**src/rtl/bcg_pkg.sv**
```systemverilog
package bcg_pkg;

  // converter and measurement widths
  localparam int unsigned AdcW   = 12;
  localparam int unsigned SumW   = 20;
  localparam int unsigned CountW = 8;
  localparam int unsigned GainW  = 16;
  localparam int unsigned MvW    = 16;
  localparam int unsigned RiseW  = 8;
  localparam int unsigned PctW   = 7;
  localparam int unsigned LevelW = 3;
  localparam int unsigned CfgW   = 16;
  localparam int unsigned GainFracBits = 12;

  // configuration register indexes
  typedef enum logic [1:0] {
    CfgSampleCount = 2'd0,
    CfgDividerGain = 2'd1,
    CfgChargeRise  = 2'd2
  } cfg_idx_e;

  localparam logic [CountW-1:0] SampleCountRst  = 8'd16;
  localparam logic [GainW-1:0]  DividerGainRst  = 16'd8192;
  localparam logic [RiseW-1:0]  ChargeRiseRst   = 8'd20;

  // discharge curve of a single lipo cell, spans between points stay below 256 mv
  localparam int unsigned CurvePoints = 17;
  localparam int unsigned CurveIdxW   = $clog2(CurvePoints);
  localparam int unsigned SpanW       = 8;

  localparam logic [MvW-1:0] CurveMv [CurvePoints] = '{
    16'd3000, 16'd3200, 16'd3300, 16'd3400, 16'd3500, 16'd3600,
    16'd3700, 16'd3750, 16'd3800, 16'd3850, 16'd3900, 16'd3950,
    16'd4000, 16'd4050, 16'd4100, 16'd4150, 16'd4200
  };
  localparam logic [PctW-1:0] CurvePct [CurvePoints] = '{
    7'd0,  7'd5,  7'd10, 7'd20, 7'd30, 7'd40, 7'd50, 7'd55, 7'd60,
    7'd68, 7'd75, 7'd80, 7'd85, 7'd90, 7'd95, 7'd98, 7'd100
  };

  localparam logic [PctW-1:0] PctEmpty = 7'd0;
  localparam logic [PctW-1:0] PctFull  = 7'd100;

  // level thresholds, percent strictly above
  localparam logic [PctW-1:0] LevelThr1 = 7'd10;
  localparam logic [PctW-1:0] LevelThr2 = 7'd25;
  localparam logic [PctW-1:0] LevelThr3 = 7'd50;
  localparam logic [PctW-1:0] LevelThr4 = 7'd75;

  typedef enum logic [LevelW-1:0] {
    LevelEmpty    = 3'd0,
    LevelBar1     = 3'd1,
    LevelBar2     = 3'd2,
    LevelBar3     = 3'd3,
    LevelFull     = 3'd4,
    LevelCharging = 3'd5
  } level_e;

endpackage

```
**src/rtl/battery_charge_gauge_top.sv**
```systemverilog
// battery charge gauge
//
// input channel: one adc sample in millivolts per transaction (in_valid_i, in_stall_o).
// after sample_count samples the sum is averaged, scaled by the q4.12 divider gain,
// mapped to percent on the lipo curve and offered as one output transaction
// (out_valid_o, out_stall_i). samples that do not close a measurement give no result.
// a sample that does not close a measurement is added to the sum without a stall. the closing
// sample starts a sequence of one-bit-per-cycle steps: a restoring divider for the
// average, a shift-add multiplier for the gain, a saturation and charge check,
// a curve scan of one point per cycle and a second pass through the same divider
// for the interpolation. voltages at or beyond the ends of the curve skip scan and
// interpolation. the result register loads at the end of this sequence; in_stall_o
// is high for that whole sequence, so one measurement is worked on at a time.
// the result register parts the two sides: samples keep flowing while a result waits;
// a finished measurement waits in its last step while out_stall_i holds the register.
// configuration writes are taken any cycle through cfg_we_i; index 3 is ignored.
// reset clears sums, history, the result register and loads the register defaults.
module battery_charge_gauge_top
  import bcg_pkg::*;
(
  input  logic              clk_i,
  input  logic              rst_ni,
  input  logic              cfg_we_i,
  input  logic [1:0]        cfg_idx_i,
  input  logic [CfgW-1:0]   cfg_wdata_i,
  input  logic              in_valid_i,
  output logic              in_stall_o,
  input  logic [AdcW-1:0]   adc_millivolts_i,
  output logic              out_valid_o,
  input  logic              out_stall_i,
  output logic [MvW-1:0]    battery_mv_o,
  output logic [PctW-1:0]   charge_percent_o,
  output logic              is_charging_o,
  output logic [LevelW-1:0] level_code_o
);

  localparam int unsigned StepW   = $clog2(SumW);
  localparam int unsigned ProdW   = SumW + GainW;
  localparam int unsigned RemW    = SpanW;

  typedef enum logic [2:0] {
    StIdle,
    StDivAvg,
    StMul,
    StSat,
    StScan,
    StDivInt,
    StDone
  } state_e;

  state_e state_q;

  // configuration
  logic [CountW-1:0] sample_count_q;
  logic [GainW-1:0]  divider_gain_q;
  logic [RiseW-1:0]  charge_rise_q;

  // accumulation and history
  logic [SumW-1:0]   sample_sum_q;
  logic [CountW-1:0] sample_counter_q;
  logic [MvW-1:0]    older_mv_q;
  logic [MvW-1:0]    latest_mv_q;
  logic              baseline_done_q;

  // datapath
  logic [SumW-1:0]      div_q;      // dividend bits out, quotient bits in
  logic [RemW-1:0]      rem_q;
  logic [SpanW-1:0]     dvsr_q;
  logic [StepW-1:0]     step_q;
  logic [ProdW-1:0]     prod_q;
  logic [GainW-1:0]     gain_sr_q;
  logic [MvW-1:0]       mv_q;
  logic                 charging_q;
  logic [CurveIdxW-1:0] idx_q;
  logic [PctW-1:0]      base_pct_q;
  logic [PctW-1:0]      pct_q;

  // result register
  logic              out_valid_q;
  logic [MvW-1:0]    out_mv_q;
  logic [PctW-1:0]   out_pct_q;
  logic              out_chg_q;
  level_e            out_level_q;

  logic              in_acc;
  logic [CountW-1:0] count_eff;
  logic [SumW-1:0]   sum_d;
  logic [CountW-1:0] counter_d;
  logic              meas_done;

  assign in_stall_o = (state_q != StIdle);
  assign in_acc     = in_valid_i && !in_stall_o;
  assign count_eff  = (sample_count_q == '0) ? CountW'(1) : sample_count_q;
  assign sum_d      = sample_sum_q + SumW'(adc_millivolts_i);
  assign counter_d  = sample_counter_q + CountW'(1);
  assign meas_done  = (counter_d == '0) || (counter_d >= count_eff);

  // one restoring divider step
  logic [RemW:0]   rem_sh;
  logic            div_ge;
  logic [RemW:0]   rem_sub;
  logic [RemW-1:0] rem_d;
  logic [SumW-1:0] div_d;
  logic            step_last_div;

  assign rem_sh        = {rem_q, div_q[SumW-1]};
  assign div_ge        = rem_sh >= {1'b0, dvsr_q};
  assign rem_sub       = rem_sh - {1'b0, dvsr_q};
  assign rem_d         = div_ge ? rem_sub[RemW-1:0] : rem_sh[RemW-1:0];
  assign div_d         = {div_q[SumW-2:0], div_ge};
  assign step_last_div = (step_q == StepW'(SumW - 1));

  // one shift-add multiplier step, gain bits lsb first
  logic [SumW:0]    mul_sum;
  logic [ProdW-1:0] prod_d;
  logic             step_last_mul;

  assign mul_sum       = {1'b0, prod_q[ProdW-1:GainW]} +
                         (gain_sr_q[0] ? {1'b0, div_q} : '0);
  assign prod_d        = {mul_sum, prod_q[GainW-1:1]};
  assign step_last_mul = (step_q == StepW'(GainW - 1));

  // saturation of the scaled voltage
  logic [MvW-1:0] mv_sat;
  assign mv_sat = (prod_q[ProdW-1:GainFracBits+MvW] != '0) ? '1 :
                  prod_q[GainFracBits+MvW-1:GainFracBits];

  logic [MvW:0] rise_limit;
  assign rise_limit = {1'b0, older_mv_q} + (MvW+1)'(charge_rise_q);

  // curve segment for the scan
  logic [CurveIdxW-1:0] idx_prev;
  logic [MvW-1:0]       span_mv_full;
  logic [MvW-1:0]       off_full;
  logic [PctW-1:0]      span_pct;
  logic [SpanW+PctW-1:0] interp_num;

  assign idx_prev     = idx_q - CurveIdxW'(1);
  assign span_mv_full = CurveMv[idx_q] - CurveMv[idx_prev];
  assign off_full     = mv_q - CurveMv[idx_prev];
  assign span_pct     = CurvePct[idx_q] - CurvePct[idx_prev];
  assign interp_num   = off_full[SpanW-1:0] * span_pct;

  function automatic level_e to_level(input logic chg, input logic [PctW-1:0] pct);
    level_e lv;
    if (chg)                  lv = LevelCharging;
    else if (pct > LevelThr4) lv = LevelFull;
    else if (pct > LevelThr3) lv = LevelBar3;
    else if (pct > LevelThr2) lv = LevelBar2;
    else if (pct > LevelThr1) lv = LevelBar1;
    else                      lv = LevelEmpty;
    return lv;
  endfunction

  logic out_free;
  assign out_free = !out_valid_q || !out_stall_i;

  // control, history and result register
  always_ff @(posedge clk_i or negedge rst_ni) begin
    if (!rst_ni) begin
      state_q          <= StIdle;
      sample_count_q   <= SampleCountRst;
      divider_gain_q   <= DividerGainRst;
      charge_rise_q    <= ChargeRiseRst;
      sample_sum_q     <= '0;
      sample_counter_q <= '0;
      older_mv_q       <= '0;
      latest_mv_q      <= '0;
      baseline_done_q  <= 1'b0;
      out_valid_q      <= 1'b0;
      out_mv_q         <= '0;
      out_pct_q        <= '0;
      out_chg_q        <= 1'b0;
      out_level_q      <= LevelEmpty;
    end else begin
      if (cfg_we_i) begin
        case (cfg_idx_i)
          CfgSampleCount: sample_count_q <= cfg_wdata_i[CountW-1:0];
          CfgDividerGain: divider_gain_q <= cfg_wdata_i[GainW-1:0];
          CfgChargeRise:  charge_rise_q  <= cfg_wdata_i[RiseW-1:0];
          default: ;
        endcase
      end

      // a finished measurement loads when the register is free, else an accepted one leaves
      if (state_q == StDone && out_free) begin
        out_valid_q <= 1'b1;
      end else if (out_valid_q && !out_stall_i) begin
        out_valid_q <= 1'b0;
      end

      case (state_q)
        StIdle: begin
          if (in_acc) begin
            if (meas_done) begin
              sample_sum_q     <= '0;
              sample_counter_q <= '0;
              state_q          <= StDivAvg;
            end else begin
              sample_sum_q     <= sum_d;
              sample_counter_q <= counter_d;
            end
          end
        end
        StDivAvg: begin
          if (step_last_div) state_q <= StMul;
        end
        StMul: begin
          if (step_last_mul) state_q <= StSat;
        end
        StSat: begin
          if (!baseline_done_q) begin
            older_mv_q      <= mv_sat;
            baseline_done_q <= 1'b1;
          end else begin
            older_mv_q <= latest_mv_q;
          end
          latest_mv_q <= mv_sat;
          if (mv_sat <= CurveMv[0] || mv_sat >= CurveMv[CurvePoints-1]) begin
            state_q <= StDone;
          end else begin
            state_q <= StScan;
          end
        end
        StScan: begin
          if (mv_q <= CurveMv[idx_q]) begin
            state_q <= (span_mv_full == '0) ? StDone : StDivInt;
          end
        end
        StDivInt: begin
          if (step_last_div) state_q <= StDone;
        end
        StDone: begin
          if (out_free) begin
            out_mv_q    <= mv_q;
            out_pct_q   <= pct_q;
            out_chg_q   <= charging_q;
            out_level_q <= to_level(charging_q, pct_q);
            state_q     <= StIdle;
          end
        end
        default: state_q <= StIdle;
      endcase
    end
  end

  // arithmetic datapath
  always_ff @(posedge clk_i) begin
    case (state_q)
      StIdle: begin
        div_q  <= sum_d;
        rem_q  <= '0;
        dvsr_q <= count_eff;
        step_q <= '0;
      end
      StDivAvg: begin
        div_q  <= div_d;
        rem_q  <= rem_d;
        step_q <= step_last_div ? '0 : step_q + StepW'(1);
        prod_q    <= '0;
        gain_sr_q <= divider_gain_q;
      end
      StMul: begin
        prod_q    <= prod_d;
        gain_sr_q <= {1'b0, gain_sr_q[GainW-1:1]};
        step_q    <= step_q + StepW'(1);
      end
      StSat: begin
        mv_q       <= mv_sat;
        charging_q <= baseline_done_q && ({1'b0, mv_sat} > rise_limit);
        pct_q      <= (mv_sat <= CurveMv[0]) ? PctEmpty : PctFull;
        idx_q      <= CurveIdxW'(1);
      end
      StScan: begin
        if (mv_q <= CurveMv[idx_q]) begin
          div_q      <= SumW'(interp_num);
          rem_q      <= '0;
          dvsr_q     <= span_mv_full[SpanW-1:0];
          step_q     <= '0;
          base_pct_q <= CurvePct[idx_prev];
          pct_q      <= CurvePct[idx_q];
        end else begin
          idx_q <= idx_q + CurveIdxW'(1);
        end
      end
      StDivInt: begin
        div_q  <= div_d;
        rem_q  <= rem_d;
        step_q <= step_q + StepW'(1);
        if (step_last_div) begin
          pct_q <= base_pct_q + div_d[PctW-1:0];
        end
      end
      default: ;
    endcase
  end

  assign out_valid_o      = out_valid_q;
  assign battery_mv_o     = out_mv_q;
  assign charge_percent_o = out_pct_q;
  assign is_charging_o    = out_chg_q;
  assign level_code_o     = out_level_q;

endmodule

```
**config.mk**
```make
export PLATFORM = sky130hd
export DESIGN_NAME = battery_charge_gauge_top
export DESIGN_NICKNAME = d
export VERILOG_FILES = /design/src/rtl/bcg_pkg.sv /design/src/rtl/battery_charge_gauge_top.sv
export SDC_FILE = /design/constraint.sdc
export NUM_CORES = 1
export LEC_CHECK = 0
export ABC_AREA = 0
export BUFFER_PORTS_ARGS = -buffer_cell sky130_fd_sc_hd__clkbuf_2
export CORE_MARGIN = 4
export CORE_UTILIZATION = 45
export CTS_CLUSTER_DIAMETER = 150
export CTS_CLUSTER_SIZE = 12
export DETAILED_ROUTE_END_ITERATION = 6
export GPL_TIMING_DRIVEN = 0
export HOLD_SLACK_MARGIN = 0.06
export PLACE_DENSITY = 0.7
export SLEW_MARGIN = 20
export SYNTH_ARGS = -nofsm -noshare
export SYNTH_HDL_FRONTEND = slang
export SYNTH_SLANG_ARGS = --single-unit
```
**constraint.sdc**
```tcl
create_clock -name clk_i -period 11.6 [get_ports clk_i]
set_clock_uncertainty 0.1 [all_clocks]
set_input_delay 2.32 -clock clk_i [delete_from_list [all_inputs] [get_ports clk_i]]
set_output_delay 2.32 -clock clk_i [all_outputs]
set_load 0.005 [all_outputs]
```
# Yosys cells after proc, flatten, opt, wreduce, memory -nomap -nowiden
# Memories as Yosys holds them, arrays and structs flattened.
# Cells that the tools add are included.
# word_totals
regBits	253
rom_bits	1472
inputBits	35
output_inout_bits	29
elab_cells	161
n_memories	4
# classes
add_sub_neg	12
n_mul	1
n_lt_le_gt_ge	12
eq_ne	18
muxes	49
bitwise_logic	2
reduce_logical	38
# mem_list
name	depth	width	read_ports	rd_clocked_by_memory_dff	write_ports	line	rtl
(name not given)	32	16	1	0	0	battery_charge_gauge_top.sv:275	if (mv_q <= CurveMv[idx_q]) begin
(name not given)	32	16	1	0	0	battery_charge_gauge_top.sv:140	assign off_full = mv_q - CurveMv[idx_prev];
(name not given)	32	7	1	0	0	battery_charge_gauge_top.sv:281	pct_q <= CurvePct[idx_q];
(name not given)	32	7	1	0	0	battery_charge_gauge_top.sv:280	base_pct_q <= CurvePct[idx_prev];
# op_table
op	n
two-way mux 16 bit	6
case mux 36 bit (2 select lines)	1
two-way mux 20 bit	3
case mux 20 bit (3 select lines)	1
two-way mux 7 bit	7
two-way mux 8 bit	5
case mux 16 bit (2 select lines)	1
two-way mux 3 bit	9
case mux 8 bit (3 select lines)	1
adder 20 x 20 -> 21 bit	1
case mux 3 bit (7 select lines)	1
case mux 7 bit (3 select lines)	1
adder 20 x 12 -> 20 bit	1
case mux 5 bit (4 select lines)	1
AND reduction 2 bit	10
adder 16 x 8 -> 17 bit	1
> comparator 16 x 17 -> 1 bit	1
>= comparator 16 x 13 -> 1 bit (second input constant)	1
less-or-equal comparator 16 x 12 -> 1 bit (second input constant)	1
less-or-equal comparator 16 bit	1
logical NOT 16 bit	1
logical NOT 8 bit	2
!= test 2 bit (second input constant)	8
case mux 8 bit (2 select lines)	1
other kinds (39)	66

# Longest topological paths before layout
# depth
depth_word	10
ltp_mapped	33
mapped_depth_nobuf	31

# Worst setup path after synthesis
# Ideal clock, no wire load.
# synth_timing
path_kind	register to register
startpoint	register idx_q[1]
endpoint	register div_q[14], data pin
setup_ns	0.261
arrival_time_ns	7.581
required_ns	11.239
path_slack_ns	3.658
stages_incl_launch_ff	32
n_path_buf	3
period_less_slack_ns	7.942
cell_sequence	edfxtp_1 clkbuf_1 inv_1 ha_1 ha_1 clkbuf_1 buf_1 a211oi_1 a311oi_1 ha_1 fa_1 nor2b_1 o21ai_0 nand2b_1 a21o_1 a21o_1 xor2_1 nor2_1 fa_1 fa_1 fa_1 inv_1 fa_1 inv_1 ha_1 or2_2 a21oi_1 a21oi_1 a41oi_1 a21oi_1 xnor2_1 a221o_1
# synth_between
elab_chain_len	9
word_cells_on_any_way	17
classes_between	3 x add/sub; 1 x mul; 8 x mux; 2 x bitwise; 3 x memory
# synth_rtl
element	line	rtl
start, declared	battery_charge_gauge_top.sv:74	logic [CurveIdxW-1:0] idx_q;
start signal, assigned	battery_charge_gauge_top.sv:272	idx_q <= CurveIdxW'(1);
start signal, assigned	battery_charge_gauge_top.sv:283	idx_q <= idx_q + CurveIdxW'(1);
subtractor 5 x 1 -> 5 bit	battery_charge_gauge_top.sv:138	assign idx_prev = idx_q - CurveIdxW'(1);
inverter 5 -> 6 bit (implied by the code)	battery_charge_gauge_top.sv:140, battery_charge_gauge_top.sv:141	
memory read (32 x 16 bit) or memory read (32 x 7 bit) (tied branches)	n/a	
two-way mux 16 bit (implied by the code) or two-way mux 7 bit (tied branches) (2 in a row)	n/a	
subtractor 8 bit or subtractor 7 bit (tied branches)	battery_charge_gauge_top.sv:140, battery_charge_gauge_top.sv:141	
multiplier 8 x 7 -> 15 bit (*)	battery_charge_gauge_top.sv:142	assign interp_num = off_full[SpanW-1:0] * span_pct;
two-way mux 20 bit (*)	battery_charge_gauge_top.sv:275	
case mux 20 bit (3 select lines) (*)	battery_charge_gauge_top.sv:249	case (state_q)
end signal, assigned	battery_charge_gauge_top.sv:251	div_q <= sum_d;
end signal, assigned	battery_charge_gauge_top.sv:257	div_q <= div_d;
end signal, assigned	battery_charge_gauge_top.sv:276	div_q <= SumW'(interp_num);
end, declared	battery_charge_gauge_top.sv:66	logic [SumW-1:0] div_q;
# Every way passes the cells marked *; elsewhere a longest branch is shown, timed or not. The select of a mux whose other input is x is not followed.
# A chain may end at the register's enable or synchronous reset.

# Worst setup path after layout
# layout_timing
startpoint	register idx_q[1]
endpoint	register div_q[12], data pin
# The elaborated chain is that of the path after synthesis.

==> flow_metrics.py <==
metrics = {
    "yosys": {
        "synth_top_area_share_pct": 20.46,
        "syn-num-nets": 2065,
        "synth-compound-area-share_pct": 15.66,
        "synth_ff_type": "dfrtp_1",
        "synthAdderAreaFrac_pct": 15.98,
        "synth_top_area_cell": "edfxtp_1",
        "synth.mux.area_fraction_pct": 3.535,
        "ys_seq_elements": 241,
        "synth_warnings": 0,
        "ys_top_cells_by_area": "edfxtp_1 20%, dfrtp_1 17%, ha_1 12%",
        "synthSimpleGateAreaFrac_pct": 16.84,
        "synth_top_family_by_area": "simple AND/OR/NAND/NOR gates",
        "syn_area_sq_mm": 0.01717,
        "synthCells": 1833,
        "ys_seq_area_share_pct": 38.57,
        "synth_async_sr_flop_share_pct": 51.45,
        "synth.avg_cell_area_sq_um": 9.366,
        "synthXorXnorAreaFrac_pct": 5.000,
        "synth-edff-count": 117,
        "ys_types": 74,
    },
    "setup_path": {
        "crit_type": "reg -> reg",
        "cp-end-kind": "flip-flop",
        "startpoint_type": "flip-flop",
        "required_ns": 11.73,
        "path_delay_family": "adder cells",
        "cp_slowest_cell": "a311oi_1",
        "path_common_cell": "fa_1",
        "max_stage_delay_ns": 0.68,
        "arrival_ns": 9.83,
        "critPathMaxFanout": 10,
        "cp_num_buf_inv": 6,
    },
    "cts": {
        "numCtsBuffers": 24,
        "tritoncts": "yes",
        "cts-root-buf": "clkbuf_16",
        "cts_setup_buffers": 0,
        "cts_max_level": 1,
        "holdBufCountCts": 0,
        "cts.sinks": 241,
        "cts_max_path_buffers": 3,
        "clock_latency_ns": 0.53,
        "cts_resized": 0,
        "cts.clk_slew.worst_paths_ns": 0.07,
    },
    "die": {
        "die_w_um": 203.3,
        "start_util_pct": 45.58,
        "die_area_sq_mm": 0.04134,
        "rows": 71,
        "die_h_um": 203.3,
        "core_area_sq_mm": 0.03767,
        "ios": 64,
    },
    "layout": {
        "syn2layout_area_growth_pct": 10.24,
        "layout_common_cells": "219 x nand2_1, 160 x ha_1, 155 x nor2_1",
        "final_area_sq_mm": 0.01893,
        "post-route-util_pct": 50.25,
        "nets": 2157,
        "nFillCells": 3516,
        "drive_gt1_share_pct": 9.110,
        "num_antenna_cells": 0,
        "final_common_cell": "nand2_1",
    },
    "placed_design": {
        "port_buffers": 63,
        "pre_cts_slack_ns": 2.133,
        "hpwl_mm": 35.29,
        "gp_congestion": 0.9379,
        "placed_cell_area_sq_mm": 0.01823,
    },
    "timing": {
        "layout_min_cycle_time_ns": 9.699,
        "slew_viol_final": 0,
        "worstMarginPinSlew_ns": 1.015,
        "hold_viol": 0,
        "period_share_pct": 83.61,
        "rsz0062_at_grt": "no",
        "fmax_ghz": 0.1031,
        "slew_headroom_pct": 31.63,
        "finalSetupViolations": 0,
        "finalSetupTns_ns": 0,
        "fin_ws_ns": 1.901,
    },
    "worst_hold_path": {
        "hp-class": "reg -> reg",
    },
    "global_routing": {
        "grt_first_pass_wirelength_mm": 73.03,
        "antenna_found_initial": 0,
        "grt_pass1_vias": 13720,
        "overflow": 0,
        "grt_usage_pct": 21.57,
        "grt_max_degree": 86,
    },
    "flow_run": {
        "cap_violations": 0,
    },
    "drt": {
        "drt_iter0_markers": 1126,
        "wl_per_cell_um": 18.33,
        "vias_per_cell": 5.655,
        "drc": 0,
        "antenna_left": 0,
        "vias": 13880,
        "drt_pre_antenna_iters": 6,
        "wl_mm": 44.98,
    },
    "status": {
        "status": "complete, no violations",
    },
}
cell type report:
| type | instances | area [sq um] | area share (%) |
|---|---|---|---|
| Multi-Input combinational cell | 1393 | 9812 | 51.84 |
| Clock buffer | 42 | 668.1 | 3.530 |
| Sequential cell | 241 | 6621 | 34.99 |
| Inverter | 133 | 499.2 | 2.638 |
| Clock inverter | 2 | 27.53 | 0.1454 |
| Timing Repair Buffer | 66 | 399.1 | 2.109 |
| Buffer | 66 | 259.0 | 1.368 |
| Tap cell | 511 | 639.4 | 3.378 |
routing by layer:
metal / track usage (%) / wire [um]
met1: 29.70 / 19630
met2: 35.95 / 21270
met3: 2.767 / 2601
met4: 6.384 / 1477
met5: 0 / 0
synth_stat cells (all sizes together) (7+ instances only):
cell / count
o21a: 9
nand2b: 33
nor4: 7
a31o: 7
o22ai: 8
and2: 27
a211oi: 18
nand3b: 7
fa: 37
nor2b: 30
buf: 7
o21bai: 8
o221ai: 9
o31ai: 15
nor3: 34
nand3: 38
nand4: 15
a21o: 44
edfxtp: 117
xnor2: 55
or2: 15
nand2: 219
a21oi: 95
clkbuf: 59
o211ai: 7
a31oi: 11
mux2: 45
and3: 18
nor2: 156
xor2: 43
inv: 132
a211o: 7
ha: 160
o21ai: 148
dfrtp: 120
or3: 8
mux2i: 10
sequential cells by signal, indices dropped and copies added, names as in the netlist, 16 cells and up:
| name | count |
|---|---|
| latest_mv_q | 16 |
| div_q | 20 |
| battery_mv_o | 16 |
| gain_sr_q | 16 |
| mv_q | 16 |
| divider_gain_q | 16 |
| older_mv_q | 16 |
| sample_sum_q | 20 |
| prod_q | 24 |
metrics by stage:
step / instances / hold WS, ns
final: 2454 / 0.3860
after global placement: 2407 / 0.3637
after detailed placement: 2410 / 0.3745
after CTS: 2454 / 0.3887
after floorplan: 1833 / 0.3501
after global routing: 2454 / 0.4033
path summary, 6_finish.rpt:
path,start,endpoint,slack [ns],cells after the start
setup / recovery,idx_q[1],div_q[12],1.90,31
hold / removal,charge_percent_o[3],charge_percent_o[3],0.39,2
setup reg to reg,idx_q[1],div_q[12],1.90,31
hold reg to reg,charge_percent_o[3],charge_percent_o[3],0.39,2
max in group asynchronous,rst_ni,sample_count_q[4],9.03,2
min in group asynchronous,rst_ni,older_mv_q[7],1.59,1
kinds of logic (layout without fill, tap and decap cells):
| kind of cell | Yosys count | count (layout) |
|---|---|---|
| AOI/OAI and AO/OA | 427 | 427 |
| xor gates and xnor gates | 98 | 98 |
| adders and majority gates | 197 | 197 |
| buffers and inverters | 199 | 309 |
| DFF | 241 | 241 |
| muxes | 55 | 55 |
| and+or+nand+nor | 616 | 616 |
tightest hold or removal path: stages (launching register included):
cell	delay (ns)
dfrtp_1	0.35
nand2_1	0.05
o21ai_0	0.06
Power is not shown: default switching activity piles up to over one toggle a cycle in this logic, so the estimate is an artifact.
